===== src/rtl/core/rcpg_pkg.sv =====
package rcpg_pkg;

  localparam int unsigned HUE_FULL   = 360;
  localparam int unsigned REGION_DEG = 60;
  localparam int unsigned CH_MAX     = 255;
  localparam int unsigned QDEPTH     = 4;
  localparam int unsigned QPTR_W     = 2;

  // configuration register indexes
  localparam logic [1:0] CFG_BRIGHTNESS = 2'd0;
  localparam logic [1:0] CFG_SATURATION = 2'd1;
  localparam logic [1:0] CFG_HUE_STEP   = 2'd2;

  typedef struct packed {
    logic [7:0] brightness;
    logic [7:0] saturation;
    logic [8:0] hue_step;
  } cfg_t;

  // one pixel request between front and back
  typedef struct packed {
    logic [3:0] led_index;
    logic [8:0] hue;
    logic       last;
  } pix_req_t;

endpackage


===== src/rtl/core/rcpg_front.sv =====
module rcpg_front #(
  parameter int unsigned NUM_LEDS = 16
) (
  input  logic              clk,
  input  logic              rst_n,
  input  rcpg_pkg::cfg_t    cfg,
  input  logic              in_valid,
  output logic              in_ready,
  input  logic              in_restart,
  input  logic              q_full,
  output logic              q_push,
  output rcpg_pkg::pix_req_t q_data
);
  import rcpg_pkg::*;

  localparam int unsigned IW   = (NUM_LEDS > 1) ? $clog2(NUM_LEDS) : 1;
  localparam int unsigned HQ   = HUE_FULL / NUM_LEDS;
  localparam int unsigned HR   = HUE_FULL % NUM_LEDS;
  localparam logic [IW-1:0] LAST_IDX = IW'(NUM_LEDS - 1);

  logic          busy_r, busy_nxt;
  logic [IW-1:0] idx_r, idx_nxt;
  logic [8:0]    base_r, base_nxt;
  logic [6:0]    frac_r, frac_nxt;
  logic [8:0]    offset_r, offset_nxt;

  logic          is_last;
  logic          accept;
  logic [9:0]    hue_sum;
  logic [8:0]    hue;
  logic [9:0]    adv;
  logic [8:0]    adv_mod;
  logic [7:0]    frac_sum;
  logic [9:0]    base_sum;
  logic [IW+3:0] idx_ext;

  always_comb begin
    is_last  = (idx_r == LAST_IDX);
    q_push   = busy_r && !q_full;
    in_ready = !busy_r || (q_push && is_last);
    accept   = in_valid && in_ready;

    hue_sum = {1'b0, base_r} + {1'b0, offset_r};
    hue     = (hue_sum >= 10'(HUE_FULL)) ? 9'(hue_sum - 10'(HUE_FULL)) : hue_sum[8:0];

    adv = {1'b0, offset_r} + {1'b0, cfg.hue_step};
    if (adv >= 10'(2 * HUE_FULL)) begin
      adv_mod = 9'(adv - 10'(2 * HUE_FULL));
    end else if (adv >= 10'(HUE_FULL)) begin
      adv_mod = 9'(adv - 10'(HUE_FULL));
    end else begin
      adv_mod = adv[8:0];
    end

    // base hue steps by 360/N with the remainder carried exactly
    frac_sum = {1'b0, frac_r} + 8'(HR);
    base_sum = {1'b0, base_r} + 10'(HQ);
    idx_ext  = {4'b0, idx_r};

    q_data.led_index = idx_ext[3:0];
    q_data.hue       = hue;
    q_data.last      = is_last;

    busy_nxt   = busy_r;
    idx_nxt    = idx_r;
    base_nxt   = base_r;
    frac_nxt   = frac_r;
    offset_nxt = offset_r;

    if (q_push) begin
      idx_nxt = idx_r + IW'(1);
      if (frac_sum >= 8'(NUM_LEDS)) begin
        frac_nxt = 7'(frac_sum - 8'(NUM_LEDS));
        base_nxt = 9'(base_sum + 10'd1);
      end else begin
        frac_nxt = frac_sum[6:0];
        base_nxt = base_sum[8:0];
      end
      if (is_last) begin
        busy_nxt   = 1'b0;
        offset_nxt = adv_mod;
      end
    end

    if (accept) begin
      busy_nxt = 1'b1;
      idx_nxt  = '0;
      base_nxt = '0;
      frac_nxt = '0;
      if (in_restart) begin
        offset_nxt = '0;
      end
    end
  end

  always_ff @(posedge clk) begin
    if (!rst_n) begin
      busy_r   <= 1'b0;
      idx_r    <= '0;
      base_r   <= '0;
      frac_r   <= '0;
      offset_r <= '0;
    end else begin
      busy_r   <= busy_nxt;
      idx_r    <= idx_nxt;
      base_r   <= base_nxt;
      frac_r   <= frac_nxt;
      offset_r <= offset_nxt;
    end
  end

endmodule


===== src/rtl/core/rcpg_fifo.sv =====
module rcpg_fifo (
  input  logic               clk,
  input  logic               rst_n,
  input  logic               push,
  input  rcpg_pkg::pix_req_t wdata,
  output logic               full,
  input  logic               pop,
  output logic               empty,
  output rcpg_pkg::pix_req_t rdata
);
  import rcpg_pkg::*;

  pix_req_t            mem_r [QDEPTH];
  logic [QPTR_W-1:0]   wptr_r, wptr_nxt;
  logic [QPTR_W-1:0]   rptr_r, rptr_nxt;
  logic [QPTR_W:0]     cnt_r, cnt_nxt;
  logic                do_push, do_pop;

  always_comb begin
    full     = (cnt_r == (QPTR_W+1)'(QDEPTH));
    empty    = (cnt_r == '0);
    do_push  = push && !full;
    do_pop   = pop && !empty;
    rdata    = mem_r[rptr_r];
    wptr_nxt = do_push ? wptr_r + QPTR_W'(1) : wptr_r;
    rptr_nxt = do_pop ? rptr_r + QPTR_W'(1) : rptr_r;
    cnt_nxt  = cnt_r + (QPTR_W+1)'(do_push) - (QPTR_W+1)'(do_pop);
  end

  always_ff @(posedge clk) begin
    if (do_push) begin
      mem_r[wptr_r] <= wdata;
    end
  end

  always_ff @(posedge clk) begin
    if (!rst_n) begin
      wptr_r <= '0;
      rptr_r <= '0;
      cnt_r  <= '0;
    end else begin
      wptr_r <= wptr_nxt;
      rptr_r <= rptr_nxt;
      cnt_r  <= cnt_nxt;
    end
  end

endmodule


===== src/rtl/core/rcpg_back.sv =====
module rcpg_back (
  input  logic               clk,
  input  logic               rst_n,
  input  rcpg_pkg::cfg_t     cfg,
  input  logic               q_empty,
  output logic               q_pop,
  input  rcpg_pkg::pix_req_t q_data,
  output logic               out_valid,
  input  logic               out_ready,
  output logic [3:0]         out_led_index,
  output logic [7:0]         out_red,
  output logic [7:0]         out_green,
  output logic [7:0]         out_blue,
  output logic               out_last_of_frame
);
  import rcpg_pkg::*;

  // hue regions, 60 degrees each
  localparam logic [2:0] RGN_RED     = 3'd0;
  localparam logic [2:0] RGN_YELLOW  = 3'd1;
  localparam logic [2:0] RGN_GREEN   = 3'd2;
  localparam logic [2:0] RGN_CYAN    = 3'd3;
  localparam logic [2:0] RGN_BLUE    = 3'd4;
  localparam logic [2:0] RGN_MAGENTA = 3'd5;

  logic       en;
  logic       v1_r, v2_r, v3_r, ov_r;

  // stage 1: region and scaled remainder
  logic [2:0] rg1_r;
  logic [7:0] rem1_r;
  logic [3:0] idx1_r;
  logic       last1_r;
  // stage 2: saturation products and p
  logic [2:0] rg2_r;
  logic [7:0] sr2_r, sn2_r, p2_r;
  logic [3:0] idx2_r;
  logic       last2_r;
  // stage 3: q and t
  logic [2:0] rg3_r;
  logic [7:0] p3_r, q3_r, t3_r;
  logic [3:0] idx3_r;
  logic       last3_r;
  // output register
  logic [3:0] oidx_r;
  logic [7:0] ored_r, ogrn_r, oblu_r;
  logic       olast_r;

  logic [2:0]  rg;
  logic [8:0]  hsub;
  logic [9:0]  rem_x17;
  logic [15:0] sr_prod, sn_prod, p_prod, q_prod, t_prod;
  logic [7:0]  r_sel, g_sel, b_sel;

  always_comb begin
    en    = !ov_r || out_ready;
    q_pop = en && !q_empty;

    if (q_data.hue >= 9'(5 * REGION_DEG)) begin
      rg = RGN_MAGENTA; hsub = q_data.hue - 9'(5 * REGION_DEG);
    end else if (q_data.hue >= 9'(4 * REGION_DEG)) begin
      rg = RGN_BLUE;    hsub = q_data.hue - 9'(4 * REGION_DEG);
    end else if (q_data.hue >= 9'(3 * REGION_DEG)) begin
      rg = RGN_CYAN;    hsub = q_data.hue - 9'(3 * REGION_DEG);
    end else if (q_data.hue >= 9'(2 * REGION_DEG)) begin
      rg = RGN_GREEN;   hsub = q_data.hue - 9'(2 * REGION_DEG);
    end else if (q_data.hue >= 9'(REGION_DEG)) begin
      rg = RGN_YELLOW;  hsub = q_data.hue - 9'(REGION_DEG);
    end else begin
      rg = RGN_RED;     hsub = q_data.hue;
    end
    // 255/60 is exactly 17/4
    rem_x17 = {4'b0, hsub[5:0]} * 10'd17;

    sr_prod = cfg.saturation * rem1_r;
    sn_prod = cfg.saturation * (8'(CH_MAX) - rem1_r);
    p_prod  = cfg.brightness * (8'(CH_MAX) - cfg.saturation);

    q_prod = cfg.brightness * (8'(CH_MAX) - sr2_r);
    t_prod = cfg.brightness * (8'(CH_MAX) - sn2_r);

    case (rg3_r)
      RGN_RED:    begin r_sel = cfg.brightness; g_sel = t3_r; b_sel = p3_r; end
      RGN_YELLOW: begin r_sel = q3_r; g_sel = cfg.brightness; b_sel = p3_r; end
      RGN_GREEN:  begin r_sel = p3_r; g_sel = cfg.brightness; b_sel = t3_r; end
      RGN_CYAN:   begin r_sel = p3_r; g_sel = q3_r; b_sel = cfg.brightness; end
      RGN_BLUE:   begin r_sel = t3_r; g_sel = p3_r; b_sel = cfg.brightness; end
      default:    begin r_sel = cfg.brightness; g_sel = p3_r; b_sel = q3_r; end
    endcase
  end

  always_ff @(posedge clk) begin
    if (en) begin
      rg1_r   <= rg;
      rem1_r  <= rem_x17[9:2];
      idx1_r  <= q_data.led_index;
      last1_r <= q_data.last;

      rg2_r   <= rg1_r;
      sr2_r   <= sr_prod[15:8];
      sn2_r   <= sn_prod[15:8];
      p2_r    <= p_prod[15:8];
      idx2_r  <= idx1_r;
      last2_r <= last1_r;

      rg3_r   <= rg2_r;
      p3_r    <= p2_r;
      q3_r    <= q_prod[15:8];
      t3_r    <= t_prod[15:8];
      idx3_r  <= idx2_r;
      last3_r <= last2_r;

      oidx_r  <= idx3_r;
      ored_r  <= r_sel;
      ogrn_r  <= g_sel;
      oblu_r  <= b_sel;
      olast_r <= last3_r;
    end
  end

  always_ff @(posedge clk) begin
    if (!rst_n) begin
      v1_r <= 1'b0;
      v2_r <= 1'b0;
      v3_r <= 1'b0;
      ov_r <= 1'b0;
    end else if (en) begin
      v1_r <= q_pop;
      v2_r <= v1_r;
      v3_r <= v2_r;
      ov_r <= v3_r;
    end
  end

  assign out_valid         = ov_r;
  assign out_led_index     = oidx_r;
  assign out_red           = ored_r;
  assign out_green         = ogrn_r;
  assign out_blue          = oblu_r;
  assign out_last_of_frame = olast_r;

endmodule


===== src/rtl/core/rainbow_chase_pixel_generator.sv =====
// rainbow chase pixel generator: each accepted request is one frame tick and
// yields NUM_LEDS pixel results in LED order, the final one flagged with
// out_last_of_frame. pixel i gets hue i*360/NUM_LEDS plus a running offset
// (mod 360), converted to rgb with six 60-degree regions and p/q/t terms
// scaled by >>8 using the configured saturation and brightness. in_restart
// zeroes the offset before the frame; after the frame the offset advances
// by hue_step mod 360. the front sequencer issues one pixel per cycle
// while the queue is not full; the next tick is taken on the cycle the
// last pixel of the current frame is issued. results pass through the
// queue and a four-stage conversion pipeline that stalls as a whole on
// out_ready. configuration is written through cfg_we / cfg_index /
// cfg_wdata while the block is idle.
module rainbow_chase_pixel_generator #(
  parameter int unsigned NUM_LEDS = 16
) (
  input  logic       clk,
  input  logic       rst_n,
  input  logic       cfg_we,
  input  logic [1:0] cfg_index,
  input  logic [8:0] cfg_wdata,
  input  logic       in_valid,
  output logic       in_ready,
  input  logic       in_restart,
  output logic       out_valid,
  input  logic       out_ready,
  output logic [3:0] out_led_index,
  output logic [7:0] out_red,
  output logic [7:0] out_green,
  output logic [7:0] out_blue,
  output logic       out_last_of_frame
);
  import rcpg_pkg::*;

  cfg_t     cfg_r, cfg_nxt;
  logic     q_push, q_full, q_pop, q_empty;
  pix_req_t q_wdata, q_rdata;

  // config registers, index beyond the list is ignored
  always_comb begin
    cfg_nxt = cfg_r;
    if (cfg_we) begin
      case (cfg_index)
        CFG_BRIGHTNESS: cfg_nxt.brightness = cfg_wdata[7:0];
        CFG_SATURATION: cfg_nxt.saturation = cfg_wdata[7:0];
        CFG_HUE_STEP:   cfg_nxt.hue_step   = cfg_wdata;
        default:        cfg_nxt = cfg_r;
      endcase
    end
  end

  always_ff @(posedge clk) begin
    if (!rst_n) begin
      cfg_r.brightness <= 8'd5;
      cfg_r.saturation <= 8'd255;
      cfg_r.hue_step   <= 9'd5;
    end else begin
      cfg_r <= cfg_nxt;
    end
  end

  // front: takes frame ticks, walks the leds and issues pixel requests
  rcpg_front #(
    .NUM_LEDS (NUM_LEDS)
  ) u_front (
    .clk        (clk),
    .rst_n      (rst_n),
    .cfg        (cfg_r),
    .in_valid   (in_valid),
    .in_ready   (in_ready),
    .in_restart (in_restart),
    .q_full     (q_full),
    .q_push     (q_push),
    .q_data     (q_wdata)
  );

  // short queue so front and back stall independently
  rcpg_fifo u_fifo (
    .clk   (clk),
    .rst_n (rst_n),
    .push  (q_push),
    .wdata (q_wdata),
    .full  (q_full),
    .pop   (q_pop),
    .empty (q_empty),
    .rdata (q_rdata)
  );

  // back: hue to rgb pipeline with output register
  rcpg_back u_back (
    .clk               (clk),
    .rst_n             (rst_n),
    .cfg               (cfg_r),
    .q_empty           (q_empty),
    .q_pop             (q_pop),
    .q_data            (q_rdata),
    .out_valid         (out_valid),
    .out_ready         (out_ready),
    .out_led_index     (out_led_index),
    .out_red           (out_red),
    .out_green         (out_green),
    .out_blue          (out_blue),
    .out_last_of_frame (out_last_of_frame)
  );

endmodule


===== config.mk =====
export PLATFORM = sky130hd
export DESIGN_NAME = rainbow_chase_pixel_generator
export DESIGN_NICKNAME = d
export VERILOG_FILES = /design/src/rtl/core/rcpg_pkg.sv /design/src/rtl/core/rcpg_front.sv /design/src/rtl/core/rcpg_fifo.sv /design/src/rtl/core/rcpg_back.sv /design/src/rtl/core/rainbow_chase_pixel_generator.sv
export SDC_FILE = /design/constraint.sdc
export NUM_CORES = 1
export LEC_CHECK = 0
export BUFFER_PORTS_ARGS = -buffer_cell sky130_fd_sc_hd__buf_2
export CAP_MARGIN = 5
export CORE_ASPECT_RATIO = 0.6
export CORE_MARGIN = 4
export CORE_UTILIZATION = 45
export DETAILED_ROUTE_END_ITERATION = 8
export PLACE_DENSITY = 0.67
export SLEW_MARGIN = 20
export SYNTH_ARGS = -nofsm -noshare
export SYNTH_HDL_FRONTEND = slang
export SYNTH_SLANG_ARGS = --single-unit

===== constraint.sdc =====
create_clock -name clk -period 5.2 [get_ports clk]
set_clock_uncertainty 0.15 [all_clocks]
set_input_delay 0.78 -clock clk [delete_from_list [all_inputs] [get_ports clk]]
set_output_delay 0.78 -clock clk [all_outputs]
set_load 0.03 [all_outputs]

==> key figures, run 1 <==
Place
  • Dpl cells: 2509
  • DPL Wire Length: 36.5 mm
  • Post-Place Cell Area: 21200 um^2
  • GP Congestion: 0.901
  • Port buffer count: 47

Setup path
  • Worst-path fanout max: 8
  • CP Data Arrival Time: 5.16 ns
  • Most Frequent Cell on Critical Path: fa_1
  • Crit path max-delay cell type: fa_1
  • Crit-path cells: buf_4 -> nor2b_1 -> fa_1 -> fa_1 -> inv_1 -> fa_1 -> inv_1 -> fa_1 -> ha_1 -> inv_1 -> o21ai_0 -> a2111oi_2 -> buf_4 -> o31ai_1 -> o21a_1 -> nor2_1 -> xnor2_1
  • Slowest stage delay, CP: 0.56 ns
  • CP bufs+invs: 5
  • Reg2reg start: u_back.rem1_r[1]$_DFFE_PN_
  • Setup CP Type: register to register
  • Crit path from: u_back.rem1_r[1]$_DFFE_PN_
  • Type of origin of the critical path: register
  • Critical Path RT: 5.36 ns
  • Cell family with the largest share of critical-path delay: adder cells
  • CP endpoint kind: register

Floorplanning
  • Die width: 280 um
  • Ports: 48
  • Die Footprint: 48000 um^2
  • Initial core utilization: 0.459
  • Core area: 43600 um^2
  • Site Rows: 59
  • Die Height: 171 um

STA
  • Unrepaired setup endpoints after global routing: yes
  • Fin crit period: 5.00 ns
  • Setup TNS: 0 ns
  • Final hold violation count: 0
  • Worst-margin pin slew: 1.13 ns
  • Ratio of final minimum period to clock period: 0.961
  • Slew HR: 0.249
  • Final Setup Violations: 0
  • FMAX: 200 MHz
  • Max-slew violation count: 0

Layout
  • Antenna Cells: 0
  • Cell Count, Final, Fillers Out: 2560
  • P&R area growth vs syn: 10.4%
  • Finished Cell Area: 22100 um^2
  • Nets: 2374
  • Fin util: 0.507
  • Layout cells sized above 1: 0.0964

Clocking
  • CTS tree: built
  • CTS clk-pin slew, worst paths: 0.07 ns
  • Cts hold-fix bufs: 0
  • CTS Buffer Depth: 3
  • Root buffer cell: clkbuf_16
  • # H-tree levels: 1
  • CTS Sinks: 230
  • TritonCTS Buffers: 25
  • Clk_lat worst skew: 0.57 ns

Detailed routing
  • Post-route ant nets: 0
  • Post-Route WL: 47.1 mm
  • Initial DRC count: 1133
  • DR vias/cell: 5.42
  • Drt drc: 0
  • Wl on met1: 23.3 mm
  • Routed wl met2: 18.8 mm
  • Drt pass-1 iters: 6
  • Max layer used: met5
  • Via Count: 13887
  • Wirelength per Cell: 18.4 um
  • WL met3: 4.25 mm

Hold path
  • Min-delay src: u_back.idx2_r[2]$_DFFE_PN_
  • Worst hold path class: register to register

Logic synthesis
  • Share of the synthesized area in the top cell type: 0.247
  • Yosys warning count: 0
  • Syn Std Cell Area: 20000 um^2
  • Top_reg_cell synth: edfxtp_1
  • Yosys cell types: 81
  • Synth area leaders: edfxtp_1 25%, fa_1 18%, ha_1 13%, nor2b_1 6.5%, dfxtp_1 6.5%
  • Gate count of the mapped netlist: 1901
  • Post-Syn Nets: 2312
  • Register bit total from synthesis: 230
  • Synthesized area per cell: 10.5 um^2
  • Register area share after synthesis: 0.312
  • Number of synthesized flops with an enable pin: 165
  • Ys async rst share: 0
  • Cell taking the most area after synthesis: edfxtp_1

GRT
  • Initial antenna violation count: 0
  • Number of global-route vias before repair: 13867
  • All-Layer GR Usage: 0.198
  • Congestion Overflow GR: 0
  • Global-route wire length before repair: 75.8 mm
  • Largest net degree at the start of global routing: 68

Job
  • Max cap viols: 0

Status
  • Status: complete, no violations
cell usage in the layout (no fill, tap or decap), types with 8 or more instances in the layout:
master | netlist | final
xor2_1 | 28 | 28
or3_1 | 8 | 8
nand2b_1 | 49 | 49
xnor2_1 | 45 | 45
o21ai_0 | 37 | 37
o31ai_1 | 12 | 12
fa_1 | 179 | 179
and3_1 | 10 | 10
nand2_1 | 90 | 90
o22ai_1 | 33 | 33
nor2b_1 | 209 | 209
clkbuf_16 | 0 | 26
mux4_1 | 8 | 8
a211oi_1 | 12 | 12
edfxtp_1 | 165 | 165
nor3_1 | 21 | 21
ha_1 | 215 | 215
o21a_1 | 25 | 25
a21oi_1 | 55 | 54
dfxtp_1 | 65 | 59
inv_1 | 212 | 211
buf_4 | 0 | 56
o22a_1 | 10 | 10
nand3_1 | 25 | 25
buf_2 | 1 | 47
and2_1 | 63 | 63
mux2i_1 | 29 | 29
nor2_1 | 112 | 112
layer usage:
layer  up-vias  track usage
met4         2       0.0313
li1       6539            -
met1      6803        0.316
met2       491        0.275
met5         -      0.00493
met3        52       0.0444
cells in the mapped netlist (6+ instances only):
library cell,count
a21oi_1,55
dfxtp_1,65
o21ai_0,37
mux4_1,8
o22a_1,10
fa_1,179
edfxtp_1,165
and3_1,10
nor3_1,21
nor2b_1,209
inv_1,212
o21a_1,25
xor2_1,28
or3_1,8
mux4_2,6
nand2b_1,49
a211oi_1,12
mux2i_1,29
and2_1,63
a21o_1,7
nor2_1,112
nand3_1,25
ha_1,215
nand2_1,90
xnor2_1,45
o22ai_1,33
clkbuf_1,68
o31ai_1,12
through the flow:
| step | worst slack [ns] | hold slack, ns |
|---|---|---|
| finish | 0.201 | 0.268 |
| floorplan | 0.252 | 0.250 |
| CTS | 0.0725 | 0.267 |
| global placement | 0.167 | 0.251 |
| detailed placement | 0.0932 | 0.255 |
| global route | -0.0112 | 0.275 |
final timing paths:
check | to | slack [ns] | cells after the start
setup reg to reg | u_back.sn2_r[7]$_DFFE_PN_ | 0.20 | 17
setup / recovery | u_back.sn2_r[7]$_DFFE_PN_ | 0.20 | 17
hold reg to reg | u_back.idx3_r[2]$_DFFE_PN_ | 0.27 | 0
hold / removal | u_back.idx3_r[2]$_DFFE_PN_ | 0.27 | 0
area by class of cell:
cell class	instances	area, um^2
fillers	3827	21500
inverters	217	821
flip-flops and latches	230	6270
repair buffers	109	758
clock buffers	32	693
clock inverters	13	175
well taps	579	724
multi-input cells	1380	12700
state kept, by name, summed over array words and instances, names as in the netlist, 8 cells and up, named ones only:
| register | cells |
|---|---|
| u_back.out_green | 8 |
| cfg_r | 25 |
| u_front.offset_r | 9 |
| u_back.sn2_r | 8 |
| u_fifo.mem_r | 56 |
| u_back.out_blue | 8 |
| u_back.q3_r | 8 |
| u_front.base_r | 9 |
| u_back.sr2_r | 8 |
| u_back.t3_r | 8 |
| u_back.out_red | 8 |
| u_back.p2_r | 8 |
| u_back.p3_r | 8 |
| u_back.rem1_r | 8 |
cells by family (layout without fill, tap and decap cells):
family                     count (synthesis)  count (layout)  synth area share
xor gates and xnor gates                  73              73            0.0319
DFF                                      230             230             0.312
adders and majority gates                394             394             0.313
buffers and inverters                    291             371            0.0560
AOI/OAI and AO/OA                        253             253            0.0875
muxes                                     44              44            0.0323
and+or+nand+nor                          616             616             0.166
what timing repair did:
action | in CTS | in global routing
gates resized for setup | 0 | 15
setup endpoints to repair | 0 | 14
buffers inserted | 0 | 6
Power of run 1 is not shown: default switching activity piles up to over one toggle a cycle in this logic, so the estimate is an artifact.
==> run 2: changes to the inputs <==
SYNTH_HIERARCHICAL = 1   (was unset)
==> run 2 against run 1 <==
Cell area is 2.6% higher. Sequential share of layout area is 0.75 points lower. Core utilization is 0.55 points lower. Highest routed layer is now met4. Critical path type unchanged. Critical endpoint is now u_back/p2_r[6]$_DFFE_PN_. Count of clock-buffer cells in the layout is 3 lower. Largest cell class unchanged.
==> key figures, run 2 <==
Logic synthesis
  • Number of synthesized flops with an enable pin: 165 (unchanged)
  • Register area share after synthesis: 0.300 (-0.0124)
  • Yosys warning count: 6 (+6)
  • Top_reg_cell synth: edfxtp_1
  • Gate count of the mapped netlist: 1989 (+4.6%)
  • Yosys cell types: 96 (+19%)
  • Ys async rst share: 0 (unchanged)
  • Synth area leaders: edfxtp_1 24%, fa_1 18%, ha_1 13%, dfxtp_1 6.2%, nor2b_1 5.3%
  • Synthesized area per cell: 10.5 um^2 (-0.47%)
  • Post-synth top cells: 277 x inv_1, 220 x ha_1, 183 x fa_1
  • Most common cell in the netlist: inv_1
  • Register bit total from synthesis: 230 (unchanged)
  • Cell taking the most area after synthesis: edfxtp_1
  • Share of the synthesized area in the top cell type: 0.238 (-0.00983)
  • Syn Std Cell Area: 20900 um^2 (+4.1%)
  • Post-Syn Nets: 2409 (+4.2%)

Place
  • DPL Wire Length: 37.1 mm (+1.4%)
  • Pre-CTS setup slack: 0.171 ns (+0.0774 ns)
  • Port buffer count: 47 (unchanged)
  • GP Congestion: 0.901 (about the same)

Setup path
  • Setup CP Type: register to register
  • Worst-path fanout max: 12 (+4)
  • Reg2Reg Setup Slack: 0.21 ns (about the same)
  • Type of origin of the critical path: register
  • CP Data Arrival Time: 5.11 ns (-0.05 ns)
  • CP endpoint kind: register
  • Critical Path RT: 5.32 ns (-0.04 ns)
  • Reg2reg path depth: 15 (-2)

Hold path
  • Hold Path Depth: 0 (unchanged)
  • Worst hold path class: register to register

STA
  • Final Setup Violations: 0 (unchanged)
  • Fin crit period: 4.99 ns (-0.00610 ns)
  • Unrepaired setup endpoints after global routing: no
  • Final hold violation count: 0 (unchanged)
  • FMAX: 200 MHz (+0.12%)
  • Slew HR: 0.360 (+0.111)
  • Worst setup margin: 0.207 ns (+0.00610 ns)
  • Worst-margin pin slew: 0.960 ns (-0.167 ns)
  • Ratio of final minimum period to clock period: 0.960 (-0.00117)
  • Setup TNS: 0 ns (unchanged)
  • Max-slew violation count: 0 (unchanged)

Layout
  • Nets: 2444 (+2.9%)
  • Max reg flops: 56 (unchanged)
  • Commonest non-fill, non-tap cell in the layout: inv_1
  • P&R area growth vs syn: 8.81%
  • Layout cells sized above 1: 0.0926 (-0.00386)
  • Fill cells: 4032 (+5.4%)
  • Top flop regs: u_fifo/mem_r: 56 flops, cfg_r: 25 flops
  • Most flops, register: u_fifo/mem_r
  • Most frequent cells in the layout: 276 x inv_1, 220 x ha_1, 183 x fa_1, 178 x nor2b_1, 165 x edfxtp_1

Detailed routing
  • Wirelength per Cell: 18.1 um (-1.7%)
  • Drt pass-1 iters: 5 (-1)
  • Post-Route WL: 48.2 mm (+2.3%)
  • Drt drc: 0 (unchanged)
  • DR vias/cell: 5.34 (-1.6%)
  • Post-route ant nets: 0 (unchanged)
  • Via Count: 14218 (+2.4%)
  • Initial DRC count: 1109 (-2.1%)

Floorplanning
  • Site Rows: 60 (+1.7%)
  • Ports: 48 (unchanged)
  • Die Height: 175 um (+2.0%)
  • Initial core utilization: 0.461 (+0.00167)
  • Die Footprint: 50000 um^2 (+4.0%)
  • Core area: 45300 um^2 (+3.8%)
  • Die width: 286 um (+2.0%)

Clocking
  • Clk_lat worst skew: 0.56 ns (about the same)
  • Cts hold-fix bufs: 0 (unchanged)
  • # H-tree levels: 1 (unchanged)
  • CTS Sinks: 230 (unchanged)
  • TritonCTS Buffers: 24 (-4.0%)
  • Root buffer cell: clkbuf_16
  • CTS clk-pin slew, worst paths: 0.06 ns (about the same)
  • CTS Buffer Depth: 3 (unchanged)
  • CTS tree: built

Job
  • Max cap viols: 0 (unchanged)

GRT
  • Initial antenna violation count: 1 (+1)
  • Number of global-route vias before repair: 14391 (+3.8%)
  • All-Layer GR Usage: 0.192 (-0.00579)
  • Congestion Overflow GR: 0 (unchanged)
  • Global-route wire length before repair: 78.0 mm (+2.8%)
  • Largest net degree at the start of global routing: 77 (+13%)

Status
  • Status: complete, no violations
==> run 2: worst max-delay path, stage by stage (launching register included) <==
cell and delay, ns:
dfxtp_1 0.53, buf_4 0.27, nor2b_1 0.09, fa_1 0.57, fa_1 0.45, fa_1 0.54, inv_1 0.05, fa_1 0.52
inv_1 0.04, ha_1 0.34, and3_1 0.19, a41oi_1 0.24, a31oi_1 0.21, a21oi_1 0.27, o21bai_1 0.11, xor2_1 0.15
==> run 2: cell type report <==
cell class                 instances  area [um^2]  area share
timing repair buffer              90          591      0.0260
multi-input combinational       1400        13200       0.580
clock buffer                      29          672      0.0296
clock inverter                    15          183     0.00805
antenna                            1         2.50    0.000110
inverter                         278         1050      0.0461
sequential                       230         6260       0.276
tap                              620          776      0.0342
==> run 2: path summary, 6_finish.rpt <==
path                                                    start                         to
worst max-delay path                   cfg_r[14]$_SDFFE_PN1P_   u_back/p2_r[6]$_DFFE_PN_
worst min register to register  u_back/rg1_r[0]$_SDFFCE_PP1N_  u_back/rg2_r[0]$_DFFE_PN_
worst min-delay path            u_back/rg1_r[0]$_SDFFCE_PP1N_  u_back/rg2_r[0]$_DFFE_PN_
worst max register to register         cfg_r[14]$_SDFFE_PN1P_   u_back/p2_r[6]$_DFFE_PN_
==> run 2: cell families (layout without fill, tap and decap cells) <==
group | Yosys count | in the layout | share of synthesized area
flops | 230 | 230 | 0.300
buf+inv | 359 | 412 | 0.0695
simple gates | 600 | 600 | 0.163
compound gates | 265 | 265 | 0.0919
fa+ha+maj | 404 | 404 | 0.308
other cells | 0 | 1 | 0
xor+xnor | 83 | 83 | 0.0352
mux | 48 | 48 | 0.0323
==> run 2: repair_timing <==
| action | 4_1_cts | 5_1_grt |
|---|---|---|
| buffers inserted | 0 | 3 |
| gates resized for setup | 0 | 5 |
| endpoints found under the setup margin | 0 | 4 |
==> run 2: per-layer routing <==
metal	vias up	share of wire	track usage
met3	36	0.066	0.0342
met4	0	0.0099	0.0273
li1	6711	-	-
met5	-	0	0
met2	394	0.41	0.272
met1	7077	0.52	0.309
==> run 2: per-stage QoR <==
stage                     cells   util  hold slack, ns  instance area [um^2]
after global placement     2614  0.481           0.253                 21800
after CTS                  2658  0.500           0.271                 22600
after detailed placement   2614  0.481           0.255                 21800
after floorplan            1989      -           0.250                 20900
final                      2663  0.501           0.270                 22700
after global routing       2662  0.501           0.275                 22700
Power of run 2 is left out for the same reason.
==> run 3: changes to the inputs <==
RECOVER_POWER = 50   (was unset)
REMOVE_ABC_BUFFERS = 1   (was unset)
==> run 3 against run 2 <==
The run now ends with capacitance limit, slew limit left. Cell area is 0.24% lower. Critical path depth is 1 higher. Worst setup slack better by 0.036 ns. Sequential cell count stayed put. Global-route usage is 0.15 points higher. Final cell count hardly changed. Non-clock buffer count is 3 higher. First-iteration DRC count is 2.2% lower. Worst hold slack hardly changed. Core utilization is 0.12 points lower. Critical endpoint is now u_back/sr2_r[7]$_DFFE_PN_.
==> key figures, run 3 (synthesized netlist as in run 2, its figures left out) <==
Detailed routing
  • Post-Route WL: 47.4 mm (-1.7%)
  • Drt drc: 0 (unchanged)
  • Initial DRC count: 1085 (-2.2%)
  • Post-route ant nets: 0 (unchanged)
  • Wirelength per Cell: 17.8 um (-1.8%)
  • Via Count: 14172 (-0.32%)
  • Drt pass-1 iters: 5 (unchanged)
  • DR vias/cell: 5.32 (-0.40%)

Layout
  • Multi-input gate area: 13200 um^2 (about the same)
  • Top flop regs: u_fifo/mem_r: 56 flops, cfg_r: 25 flops
  • Nets: 2447 (+0.12%)
  • Max reg flops: 56 (unchanged)
  • Antenna Cells: 0 (-1)
  • Layout cells sized above 1: 0.0758 (-0.0168)
  • Fill cells: 4095 (+1.6%)
  • Most flops, register: u_fifo/mem_r
  • P&R area growth vs syn: 8.55%
  • Fin util: 0.500 (-0.00119)
  • Most frequent cells in the layout: 277 x inv_1, 220 x ha_1, 183 x fa_1, 178 x nor2b_1, 165 x edfxtp_1
  • Register area: 6260 um^2 (about the same)
  • Commonest non-fill, non-tap cell in the layout: inv_1

STA
  • Unrepaired setup endpoints after global routing: no
  • Final hold violation count: 0 (unchanged)
  • FMAX: 202 MHz (+0.72%)
  • Fin crit period: 4.96 ns (-0.0357 ns)
  • Worst-margin pin slew: 3.23 ns (+2.27 ns)
  • Ratio of final minimum period to clock period: 0.953 (-0.00687)
  • Max-slew violation count: 128 (+128)
  • Setup TNS: 0 ns (unchanged)
  • Final Setup Violations: 0 (unchanged)
  • Slew HR: -1.15 (-1.51)

Floorplanning
  • Ports: 48 (unchanged)
  • Site Rows: 60 (unchanged)
  • Die Footprint: 50000 um^2 (unchanged)
  • Die width: 286 um (unchanged)
  • Die Height: 175 um (unchanged)
  • Core area: 45300 um^2 (unchanged)
  • Initial core utilization: 0.461 (unchanged)

GRT
  • Largest net degree at the start of global routing: 78 (+1.3%)
  • All-Layer GR Usage: 0.193 (+0.00147)
  • Global-route wire length before repair: 78.8 mm (+1.1%)
  • Number of global-route vias before repair: 14475 (+0.58%)
  • Congestion Overflow GR: 0 (unchanged)
  • Initial antenna violation count: 0 (-1)

Clocking
  • CTS Buffer Depth: 3 (unchanged)
  • CTS Sinks: 230 (unchanged)
  • Root buffer cell: clkbuf_16
  • # H-tree levels: 1 (unchanged)
  • TritonCTS Buffers: 24 (unchanged)
  • CTS tree: built
  • CTS clk-pin slew, worst paths: 0.07 ns (about the same)
  • Clk_lat worst skew: 0.54 ns (-0.02 ns)

Setup path
  • Crit-path cells: buf_4 -> and2_1 -> fa_1 -> fa_1 -> inv_1 -> fa_1 -> fa_1 -> inv_1 -> ha_1 -> a21oi_1 -> nor2b_1 -> a41o_1 -> o22a_1 -> a41o_1 -> a21oi_1 -> xnor2_1
  • Reg2Reg Setup Slack: 0.24 ns (+0.04 ns)
  • Slowest stage delay, CP: 0.56 ns (about the same)
  • Crit path from: u_back/rem1_r[4]$_DFFE_PN_
  • Critical Path RT: 5.33 ns (about the same)
  • Worst-path fanout max: 10 (-2)
  • CP Data Arrival Time: 5.09 ns (-0.02 ns)
  • Reg2reg path depth: 16 (+1)
  • Levels on crit path: 16 (+1)
  • CP bufs+invs: 3 (unchanged)
  • Reg2reg start: u_back/rem1_r[4]$_DFFE_PN_
  • Setup CP Type: register to register
  • Crit path capture: u_back/sr2_r[7]$_DFFE_PN_
  • Crit path max-delay cell type: fa_1
  • Cell family with the largest share of critical-path delay: adder cells
  • RR Endpoint: u_back/sr2_r[7]$_DFFE_PN_
  • CP endpoint kind: register
  • Type of origin of the critical path: register
  • Most Frequent Cell on Critical Path: fa_1

Status
  • Failing checks: capacitance limit, slew limit
  • Status: complete, but fails checks

Place
  • Port buffer count: 47 (unchanged)
  • GP Congestion: 0.874 (-3.0%)
  • DPL Wire Length: 36.5 mm (-1.6%)

Hold path
  • Worst hold path class: register to register

Job
  • Max cap viols: 2 (+2)
==> run 3: stage by stage <==
stage	std cells	hold WS [ns]	setup slack, ns	cell area [um^2]
global placement	2620	0.252	0.285	21800
detailed placement	2620	0.255	0.192	21800
global route	2665	0.275	0.0281	22600
floorplan	1908	0.250	0.442	20400
finish	2665	0.270	0.243	22600
CTS	2664	0.270	0.160	22700
==> run 3: repair_timing <==
item / in CTS / in global routing
resized for setup: 0 / 2
endpoints found under the setup margin: 0 / 1
setup buffers: 0 / 0
endpoints found under the hold margin: 0 / 0
hold buffers: 0 / 0
==> run 3: worst reg2reg max path: cells and delay by family (launching register included) <==
kind,cells,cell delay (ns)
fa+ha+maj,5,2.25
compound gates,5,1.13
flops,1,0.54
buf+inv,3,0.34
simple gates,2,0.22
xor+xnor,1,0.08
==> run 3: final cells by class <==
type / count / share of cell area
multi-input cells: 1400 / 0.581
inverters: 278 / 0.0461
flip-flops and latches: 230 / 0.276
repair buffers: 93 / 0.0252
clock inverters: 15 / 0.00768
clock buffers: 29 / 0.0292
well taps: 620 / 0.0343
==> run 3: worst min-delay path by stage <==
stage | slack (ns) | cells past startpoint | endpoint | start
after detailed placement | 0.25 | 0 | u_back/p3_r[4]$_DFFE_PN_ | u_back/p2_r[4]$_DFFE_PN_
after global routing | 0.28 | 0 | u_back/last3_r$_DFFE_PN_ | u_back/last2_r$_DFFE_PN_
after CTS | 0.27 | 0 | u_back/rg3_r[2]$_DFFE_PN_ | u_back/rg2_r[2]$_DFFE_PN_
after floorplan | 0.25 | 0 | u_back/idx2_r[0]$_DFFE_PN_ | u_back/idx1_r[0]$_DFFE_PN_
after global placement | 0.25 | 0 | u_back/idx2_r[1]$_DFFE_PN_ | u_back/idx1_r[1]$_DFFE_PN_
final | 0.27 | 0 | u_back/rg3_r[2]$_DFFE_PN_ | u_back/rg2_r[2]$_DFFE_PN_
==> run 3: metal layers <==
| layer | track usage | wire length [um] | vias up | share of wire |
|---|---|---|---|---|
| met3 | 0.0270 | 2720 | 45 | 0.057 |
| met4 | 0.0265 | 555 | 0 | 0.012 |
| met1 | 0.322 | 25300 | 7014 | 0.53 |
| met2 | 0.268 | 18800 | 377 | 0.40 |
| met5 | 0 | 0 | - | 0 |
| li1 | - | - | 6736 | - |
Power of run 3 is left out for the same reason.
